**config.mk**
```make
export PLATFORM = sky130hd
export DESIGN_NAME = node_alias_table_with_generator_core
export DESIGN_NICKNAME = d
export VERILOG_FILES = /design/src/nat_pkg.sv /design/src/node_alias_table_with_generator_core.sv /design/src/nat_ram.sv
export SDC_FILE = /design/constraint.sdc
export NUM_CORES = 2
export LEC_CHECK = 0
export ABC_AREA = 1
export BUFFER_PORTS_ARGS = -buffer_cell sky130_fd_sc_hd__buf_2
export CAP_MARGIN = 20
export CORE_MARGIN = 8
export CORE_UTILIZATION = 65
export CTS_CLUSTER_SIZE = 10
export DETAILED_ROUTE_END_ITERATION = 8
export PLACE_DENSITY = 0.82
export SLEW_MARGIN = 10
export SYNTH_ARGS = -nofsm -noshare
export SYNTH_HDL_FRONTEND = slang
export SYNTH_SLANG_ARGS = --single-unit
export TNS_END_PERCENT = 50
```
**constraint.sdc**
```tcl
create_clock -name clk -period 17.2 [get_ports clk]
set_clock_uncertainty 0.15 [all_clocks]
set_input_delay 5.16 -clock clk [delete_from_list [all_inputs] [get_ports clk]]
set_output_delay 5.16 -clock clk [all_outputs]
set_load 0.01 [all_outputs]
```
**src/nat_pkg.sv**
```systemverilog
// Package for the node alias table: sizes, codes, payload types and generator helpers.
package nat_pkg;

  // table geometry
  localparam int ENTRIES = 16;
  localparam int IDX_W   = (ENTRIES > 1) ? $clog2(ENTRIES) : 1;
  localparam int CNT_W   = $clog2(ENTRIES + 1);

  // field widths
  localparam int ID_W    = 48;
  localparam int ALIAS_W = 12;
  localparam int STAMP_W = 32;
  localparam int MODE_W  = 3;

  // operation codes
  localparam logic [MODE_W-1:0] MODE_ADD          = 3'd0;
  localparam logic [MODE_W-1:0] MODE_REMOVE       = 3'd1;
  localparam logic [MODE_W-1:0] MODE_ALIAS_BY_ID  = 3'd2;
  localparam logic [MODE_W-1:0] MODE_ID_BY_ALIAS  = 3'd3;
  localparam logic [MODE_W-1:0] MODE_GENERATE     = 3'd4;
  localparam logic [MODE_W-1:0] MODE_DUMP         = 3'd5;

  // generator constants
  localparam logic [ID_W-1:0] LCG_ADD = 48'h01B0CA37ABA9;
  localparam int              LCG_SHIFT = 9;

  typedef struct packed {
    logic [MODE_W-1:0]  mode;
    logic [ID_W-1:0]    node_id;
    logic [ALIAS_W-1:0] alias_in;
    logic [STAMP_W-1:0] now;
  } req_t;

  typedef struct packed {
    logic [ID_W-1:0]    result_id;
    logic [ALIAS_W-1:0] result_alias;
    logic               entry_valid;
    logic               last;
  } rsp_t;

  // one table slot as stored in the RAM
  typedef struct packed {
    logic [ID_W-1:0]    node_id;
    logic [ALIAS_W-1:0] alias_val;
    logic [STAMP_W-1:0] stamp;
  } entry_t;

  typedef enum logic [1:0] {
    ST_IDLE,
    ST_SCAN,
    ST_RESULT
  } state_t;

  // XOR fold of the four 12-bit groups of a seed
  function automatic logic [ALIAS_W-1:0] alias_fold(input logic [ID_W-1:0] s);
    return s[11:0] ^ s[23:12] ^ s[35:24] ^ s[47:36];
  endfunction

  // seed * 513 + LCG_ADD, modulo 2^48
  function automatic logic [ID_W-1:0] lcg_next(input logic [ID_W-1:0] s);
    return (s << LCG_SHIFT) + s + LCG_ADD;
  endfunction

endpackage

```
**src/node_alias_table_with_generator_core.sv**
```systemverilog
// Top level of the node alias table with alias generator.
//
// Usage:
//   req channel (req_valid/req_stall/req_data) carries one command per
//   transaction: add, remove, alias-by-id, id-by-alias, generate or dump.
//   rsp channel (rsp_valid/rsp_stall/rsp_data) returns results; the final
//   result of a command has last set. Add, remove and unknown codes give none.
//   cfg_wr_en/cfg_wr_data load the generator seed; the user must do this only while idle (no block check).
// Scan:
//   Every command that does work scans all ENTRIES slots, one RAM read a cycle
//   while a dump is not paused (see Stall). Generate rescans for each rejected
//   candidate and steps past a zero candidate without a scan; ignored commands
//   do not scan. The RAM read port limits the scan.
// Reset: rst clears the slot valid flags (slots read empty), seed and control.
// Stall:
//   A result waits in the output register while rsp_stall is high; a dump
//   pauses its scan while both the output register and the lookahead slot
//   are full. New commands are taken once the previous one is finished.
module node_alias_table_with_generator_core (
  input  logic          clk,
  input  logic          rst,
  input  logic          req_valid,
  output logic          req_stall,
  input  nat_pkg::req_t req_data,
  output logic          rsp_valid,
  input  logic          rsp_stall,
  output nat_pkg::rsp_t rsp_data,
  input  logic          cfg_wr_en,
  input  logic [47:0]   cfg_wr_data
);
  import nat_pkg::*;

  state_t            state, state_next;
  req_t              op;
  logic [CNT_W-1:0]  iss_cnt;
  logic              pend;
  logic [IDX_W-1:0]  pend_idx;
  logic              found;
  logic [IDX_W-1:0]  found_idx;
  entry_t            found_ent;
  logic              best_vld;
  logic [STAMP_W-1:0] best_stamp;
  logic [IDX_W-1:0]  best_idx;
  logic              hold_vld;
  rsp_t              hold;
  rsp_t              res, res_next;
  logic              res_load;
  logic              out_vld;
  rsp_t              out_q, out_next;
  logic              out_load;
  logic [ID_W-1:0]   running_seed;
  logic [ENTRIES-1:0] valid_bits;

  logic              accept, start_ok, scan_clear, retry, seed_step;
  logic              issue, eval_block, eval_fire, out_free, out_take;
  logic              wr_en;
  logic [IDX_W-1:0]  wr_addr;
  entry_t            wr_ent;
  entry_t            rd_ent;
  logic              ent_vld, occupied, match;
  logic [ID_W-1:0]   e_id;
  logic [ALIAS_W-1:0] e_al;
  logic [ALIAS_W-1:0] gen_alias;
  logic              is_dump, is_gen, iss_done;

  // table storage
  nat_ram #(
    .WIDTH($bits(entry_t)),
    .DEPTH(ENTRIES)
  ) u_table (
    .clk    (clk),
    .wr_en  (wr_en),
    .wr_addr(wr_addr),
    .wr_data(wr_ent),
    .rd_en  (issue),
    .rd_addr(iss_cnt[IDX_W-1:0]),
    .rd_data(rd_ent)
  );

  // handshakes
  assign req_stall = (state != ST_IDLE);
  assign accept    = req_valid && !req_stall;
  assign out_take  = out_vld && !rsp_stall;
  assign out_free  = !out_vld || out_take;
  assign rsp_valid = out_vld;
  assign rsp_data  = out_q;

  // commands that do any work
  always_comb begin
    case (req_data.mode)
      MODE_ADD:         start_ok = (req_data.node_id != '0) && (req_data.alias_in != '0);
      MODE_REMOVE:      start_ok = (req_data.alias_in != '0);
      MODE_ALIAS_BY_ID,
      MODE_ID_BY_ALIAS,
      MODE_GENERATE,
      MODE_DUMP:        start_ok = 1'b1;
      default:          start_ok = 1'b0;
    endcase
  end

  // evaluate the slot returned by the RAM; never-written slots read as empty
  assign ent_vld   = valid_bits[pend_idx];
  assign e_id      = ent_vld ? rd_ent.node_id : '0;
  assign e_al      = ent_vld ? rd_ent.alias_val : '0;
  assign occupied  = (e_al != '0);
  assign gen_alias = alias_fold(running_seed);
  assign is_dump   = (op.mode == MODE_DUMP);
  assign is_gen    = (op.mode == MODE_GENERATE);
  assign iss_done  = (iss_cnt == CNT_W'(ENTRIES));

  always_comb begin
    case (op.mode)
      MODE_ADD:         match = !occupied;
      MODE_REMOVE,
      MODE_ID_BY_ALIAS: match = (e_al == op.alias_in) && (op.alias_in != '0);
      MODE_ALIAS_BY_ID: match = (e_id == op.node_id) && (op.node_id != '0);
      MODE_GENERATE:    match = (e_al == gen_alias);
      default:          match = 1'b0;
    endcase
  end

  // a dump entry cannot move on while lookahead and output are both full
  assign eval_block = (state == ST_SCAN) && is_dump && pend && occupied
                      && hold_vld && !out_free;
  assign eval_fire  = pend && !eval_block;

  // next state and control
  always_comb begin
    state_next = state;
    issue      = 1'b0;
    retry      = 1'b0;
    seed_step  = 1'b0;
    wr_en      = 1'b0;
    wr_addr    = found_idx;
    wr_ent     = found_ent;
    res_load   = 1'b0;
    res_next   = '0;
    out_load   = 1'b0;
    out_next   = res;
    case (state)
      ST_IDLE: begin
        if (accept && start_ok) begin
          state_next = ST_SCAN;
        end
      end
      ST_SCAN: begin
        if (is_gen && (gen_alias == '0) && (iss_cnt == '0) && !pend) begin
          // zero candidate: step and try again without scanning
          retry     = 1'b1;
          seed_step = 1'b1;
        end else begin
          issue = !eval_block && !iss_done;
          // push the previous dump entry when a newer one turns up
          if (is_dump && pend && occupied && hold_vld && out_free) begin
            out_load = 1'b1;
            out_next = hold;
          end
          if (iss_done && !pend) begin
            case (op.mode)
              MODE_ADD: begin
                wr_en      = 1'b1;
                wr_addr    = found ? found_idx : best_idx;
                wr_ent     = '{node_id: op.node_id, alias_val: op.alias_in, stamp: op.now};
                state_next = ST_IDLE;
              end
              MODE_REMOVE: begin
                wr_en      = found;
                wr_ent     = '{node_id: found_ent.node_id, alias_val: '0,
                               stamp: found_ent.stamp};
                state_next = ST_IDLE;
              end
              MODE_ALIAS_BY_ID: begin
                res_load              = 1'b1;
                res_next.result_alias = found ? found_ent.alias_val : '0;
                res_next.last         = 1'b1;
                state_next            = ST_RESULT;
              end
              MODE_ID_BY_ALIAS: begin
                res_load           = 1'b1;
                res_next.result_id = found ? found_ent.node_id : '0;
                res_next.last      = 1'b1;
                state_next         = ST_RESULT;
              end
              MODE_GENERATE: begin
                seed_step = 1'b1;
                if (found) begin
                  retry = 1'b1;
                end else begin
                  res_load              = 1'b1;
                  res_next.result_alias = gen_alias;
                  res_next.last         = 1'b1;
                  state_next            = ST_RESULT;
                end
              end
              MODE_DUMP: begin
                res_load = 1'b1;
                if (hold_vld) begin
                  res_next = hold;
                end
                res_next.last = 1'b1;
                state_next    = ST_RESULT;
              end
              default: begin
                state_next = ST_IDLE;
              end
            endcase
          end
        end
      end
      ST_RESULT: begin
        if (out_free) begin
          out_load   = 1'b1;
          out_next   = res;
          state_next = ST_IDLE;
        end
      end
      default: begin
        state_next = ST_IDLE;
      end
    endcase
  end

  assign scan_clear = accept || retry;

  // state register
  always_ff @(posedge clk) begin
    if (rst) begin
      state <= ST_IDLE;
    end else begin
      state <= state_next;
    end
  end

  // scan control and tracking
  always_ff @(posedge clk) begin
    if (rst) begin
      iss_cnt  <= '0;
      pend     <= 1'b0;
      found    <= 1'b0;
      best_vld <= 1'b0;
      hold_vld <= 1'b0;
    end else begin
      if (scan_clear) begin
        iss_cnt <= '0;
      end else if (issue) begin
        iss_cnt <= iss_cnt + 1'b1;
      end
      pend <= eval_block || issue;
      if (scan_clear) begin
        found    <= 1'b0;
        best_vld <= 1'b0;
        hold_vld <= 1'b0;
      end else if (eval_fire) begin
        if (match && !found) begin
          found <= 1'b1;
        end
        if (occupied && (!best_vld || rd_ent.stamp < best_stamp)) begin
          best_vld <= 1'b1;
        end
        if (is_dump && occupied) begin
          hold_vld <= 1'b1;
        end
      end
    end
  end

  // scan payload
  always_ff @(posedge clk) begin
    if (issue) begin
      pend_idx <= iss_cnt[IDX_W-1:0];
    end
    if (accept) begin
      op <= req_data;
    end
    if (eval_fire) begin
      if (match && !found) begin
        found_idx <= pend_idx;
        found_ent <= '{node_id: e_id, alias_val: e_al, stamp: rd_ent.stamp};
      end
      if (occupied && (!best_vld || rd_ent.stamp < best_stamp)) begin
        best_stamp <= rd_ent.stamp;
        best_idx   <= pend_idx;
      end
      if (is_dump && occupied) begin
        hold <= '{result_id: e_id, result_alias: e_al, entry_valid: 1'b1, last: 1'b0};
      end
    end
    if (res_load) begin
      res <= res_next;
    end
  end

  // output register
  always_ff @(posedge clk) begin
    if (rst) begin
      out_vld <= 1'b0;
    end else if (out_load) begin
      out_vld <= 1'b1;
    end else if (out_take) begin
      out_vld <= 1'b0;
    end
  end

  always_ff @(posedge clk) begin
    if (out_load) begin
      out_q <= out_next;
    end
  end

  // slot valid flags and generator seed
  always_ff @(posedge clk) begin
    if (rst) begin
      valid_bits   <= '0;
      running_seed <= '0;
    end else begin
      if (wr_en) begin
        valid_bits[wr_addr] <= 1'b1;
      end
      if (cfg_wr_en) begin
        running_seed <= cfg_wr_data;
      end else if (seed_step) begin
        running_seed <= lcg_next(running_seed);
      end
    end
  end

`ifndef SYNTHESIS
  // no read in flight while idle
  a_idle_no_pend: assert property (@(posedge clk) disable iff (rst)
    (state == ST_IDLE) |-> !pend)
    else $error("read pending while idle");

  // table is written only after the scan has drained
  a_write_drained: assert property (@(posedge clk) disable iff (rst)
    wr_en |-> (!pend && iss_done && (state == ST_SCAN)))
    else $error("table write during scan");

  // a dumped entry always carries a live alias
  a_dump_alias: assert property (@(posedge clk) disable iff (rst)
    (rsp_valid && rsp_data.entry_valid) |-> (rsp_data.result_alias != '0))
    else $error("dumped entry with zero alias");

  // issue counter stays within the table
  a_cnt_range: assert property (@(posedge clk) disable iff (rst)
    iss_cnt <= CNT_W'(ENTRIES))
    else $error("scan counter out of range");
`endif

endmodule

```
**src/nat_ram.sv**
```systemverilog
// Generic single-port-write, single-port-read RAM with registered read data.
module nat_ram #(
  parameter int WIDTH = 8,
  parameter int DEPTH = 16
) (
  input  logic                                    clk,
  input  logic                                    wr_en,
  input  logic [$clog2(DEPTH > 1 ? DEPTH : 2)-1:0] wr_addr,
  input  logic [WIDTH-1:0]                        wr_data,
  input  logic                                    rd_en,
  input  logic [$clog2(DEPTH > 1 ? DEPTH : 2)-1:0] rd_addr,
  output logic [WIDTH-1:0]                        rd_data
);

  logic [WIDTH-1:0] mem [DEPTH];

  // write port
  always_ff @(posedge clk) begin
    if (wr_en) begin
      mem[wr_addr] <= wr_data;
    end
  end

  // registered read, holds when not enabled
  always_ff @(posedge clk) begin
    if (rd_en) begin
      rd_data <= mem[rd_addr];
    end
  end

endmodule
```
==> metrics <==
Die H 377 um; static leakage about 33 nW; Clock Latency Late Sink between 800 and 900 ps; placed insts about 8600; buffers added on ports 211; register bit total from synthesis slightly above 2000; hold crit path type flop to flop; GR Util met2 between 40 and 50%; max-cap violations 0; DR vias/cell ~6.6; HPWL after DPL between 100 and 150 mm; # IOs between 200 and 250; family with the most delay on the worst path simple AND/OR/NAND/NOR gates; grt total ovfl 0; Unique masters post-synth 51; Std-Cell Rows about 130; Clock transition at path regs around 60 ps; pwr dens ~130 nW/um^2; pre-CTS WS between 9000 and 10000 ps; Synth area leaders edfxtp_1 (70%), o21ai_0 (5.5%), nor2_1 (4.5%); largest net degree at the start of global routing approximately 250; placed standard-cell area 87600 sq um; Post-synth ARST share 0%; syn_nets ~7200; Slew @ Worst Pin 1210 ps; routed len/inst between 20 and 30 um; Synth Cell Area 84700 sq um; PostCTS Resize Cnt 0; Setup Fix Bufs, Post-CTS 0; Starting Density between 60% and 70%; Buf+Inv Stages, Crit Path 7; antenna viol nets, final 0; Clock Tree Buf Depth 3; drt first pass iters 6; final setup margin roughly 10000 ps; drt drc 0; CTS tree built; Post-Route WL roughly 230 mm; ys flop type edfxtp_1; nets between 7000 and 8000; WHS around 320 ps; DIE AREA approximately 140000 sq um; RSZ-0062 raised after global routing false; worst ir drop on vdd 0.112 mV; final hold viol count 0; crit-path max cell delay just under 900 ps; Crit Path Class flop to flop; Post-synth EDFFs around 2000; TNS Setup 0 ps; overall routing resource usage between 30% and 40%; TritonCTS Sinks approximately 2100; layout cell share with drive strength beyond 1 a little under a tenth; Clock Tree Root clkbuf_16; period utilisation layout a little over two fifths; Global Route met3 Usage under 10%; Fmax achieved approximately 140 MHz; final setup vio count 0; Die W between 300 and 400 um; final critical-path required period a little over 7000 ps; maximum fanout along the worst path ~160; Slew Viols, Final 0; slowest CP cell nor2_4; Cell Count, Final, Fillers Out 8916; Placer Congestion a little under 1; WP data required approximately 18000 ps; Seq/Total Area, Yosys roughly 70%; critical path, cell by cell inv_8 > ha_1 > nand3_2 > nor2_2 > nand2_2 > nor2_4 > inv_2 > nor2_2 > inv_2 > nor2_8 > nand2_2 > nand2_1 > o21ai_1 > inv_1 > nand2_1 > nor2_1 > inv_2 > nor2_4 > buf_4 > buf_4; 1st-iter DRT viols around 8800; Filler cells between 8000 and 9000; GR Util met1 approximately 43%; final instance area approximately 94000 sq um; first-pass GRT wire length 339 mm; number of global-route vias before repair 56664; syn_area_per_cell 12.2 sq um; GRT busiest layer met2; nature of the critical path endpoint flop; post-synth top area share between 70% and 80%; Yosys top cell by area edfxtp_1; Core Area 129000 sq um; synth warn 0; vias post-DR 58603; WP data arrival 7570 ps; hold buffer count at cts 0; final core occ roughly 72%; initial antenna violation count 11; critical path launch point type flop; slew margin rel. a little under a fifth; cells after synthesis roughly 6900; Tot Pwr 12.4 mW; H-tree depth 4; TritonCTS Buffers roughly 230; most used cell, CP inv_2; Layout area overhead 10.8%; status finished, final reports clean
[cells by family after synthesis]
kind of cell / share of synthesized area [%]
fa+ha+maj: 1.77
simple gates: 10.6
compound gates: 11.1
buf+inv: 3.78
flops: 71.9
xor+xnor: 0.765
[synth_stat cells, types with 23 or more instances]
cell / count
o221ai_1: 152
a32oi_1: 48
o211ai_1: 44
clkbuf_1: 347
edfxtp_1: 1979
nor2_1: 1006
o21ai_1: 32
nand3_1: 263
o21ai_0: 929
dfxtp_1: 76
o22ai_1: 219
a21oi_1: 151
nand4_1: 30
a31oi_1: 23
xor2_1: 41
ha_1: 120
xnor2_1: 33
nand2_1: 873
inv_1: 404
[placed cells by master (no fill, tap or decap), types with 18 or more instances in the layout]
cell type / count
a21oi_1: 151
a31oi_1: 23
a32oi_1: 48
buf_2: 211
buf_4: 127
clkbuf_1: 36
clkbuf_16: 228
dfxtp_1: 72
edfxtp_1: 1979
ha_1: 120
inv_1: 398
inv_2: 18
nand2_1: 873
nand3_1: 263
nand4_1: 30
nor2_1: 986
nor2_4: 21
nor3_1: 19
nor4_1: 19
o211ai_1: 44
o21ai_0: 919
o21ai_1: 39
o221ai_1: 152
o22ai_1: 219
xnor2_1: 33
xor2_1: 41
[report_power, final]
group	leakage, nW	total [mW]	switching [mW]	internal (mW)
Combinational	11.6	2.23	1.63	0.599
Clock	3.01	4.22	1.84	2.39
Sequential	18.2	5.90	0.168	5.74
Total	32.8	12.4	3.63	8.72
[final cells by class]
cell class | count | area, sq um | share of cell area (%)
Sequential cell | 2055 | 61000 | 64.9
Multi-Input combinational cell | 4064 | 20700 | 22.1
Clock buffer | 267 | 5880 | 6.27
Tap cell | 1742 | 2180 | 2.32
Timing Repair Buffer | 345 | 2120 | 2.26
Inverter | 425 | 1630 | 1.73
Clock inverter | 15 | 337 | 0.359
Antenna cell | 3 | 7.51 | 0.00800
[per-layer routing]
metal	up-vias	part of all wire, %
li1	25383	-
met1	28062	37
met2	4471	45
met3	681	13
met4	6	4.4
met5	-	0.017
[worst register-to-register path, stage by stage (launching register included)]
cell and delay, ps:
dfxtp_4 600, inv_8 670, ha_1 300, nand3_2 100, nor2_2 180, nand2_2 90, nor2_4 210, inv_2 340
nor2_2 190, inv_2 170, nor2_8 620, nand2_2 320, nand2_1 150, o21ai_1 110, inv_1 70, nand2_1 60
nor2_1 160, inv_2 130, nor2_4 870, buf_4 710, buf_4 680
[path summary, 6_finish.rpt]
path             startpoint            endpoint  slack (ps)  cells past startpoint
min          valid_bits[10]      valid_bits[10]         320                      2
min reg2reg  valid_bits[10]      valid_bits[10]         320                      2
max reg2reg      iss_cnt[0]  u_table.mem[1][34]        9950                     20
max              iss_cnt[0]  u_table.mem[1][34]        9950                     20
[sequential cells by signal, indices dropped and copies added (netlist names), 4 cells and up]
signal / flops
best_idx: 4
best_stamp: 32
found_ent: 92
found_idx: 4
hold: 60
iss_cnt: 5
op: 95
pend_idx: 4
res: 62
rsp_data: 62
running_seed: 48
u_table.mem: 1472
u_table.rd_data: 92
valid_bits: 16
Note: power is estimated with default switching activity, not from simulation.
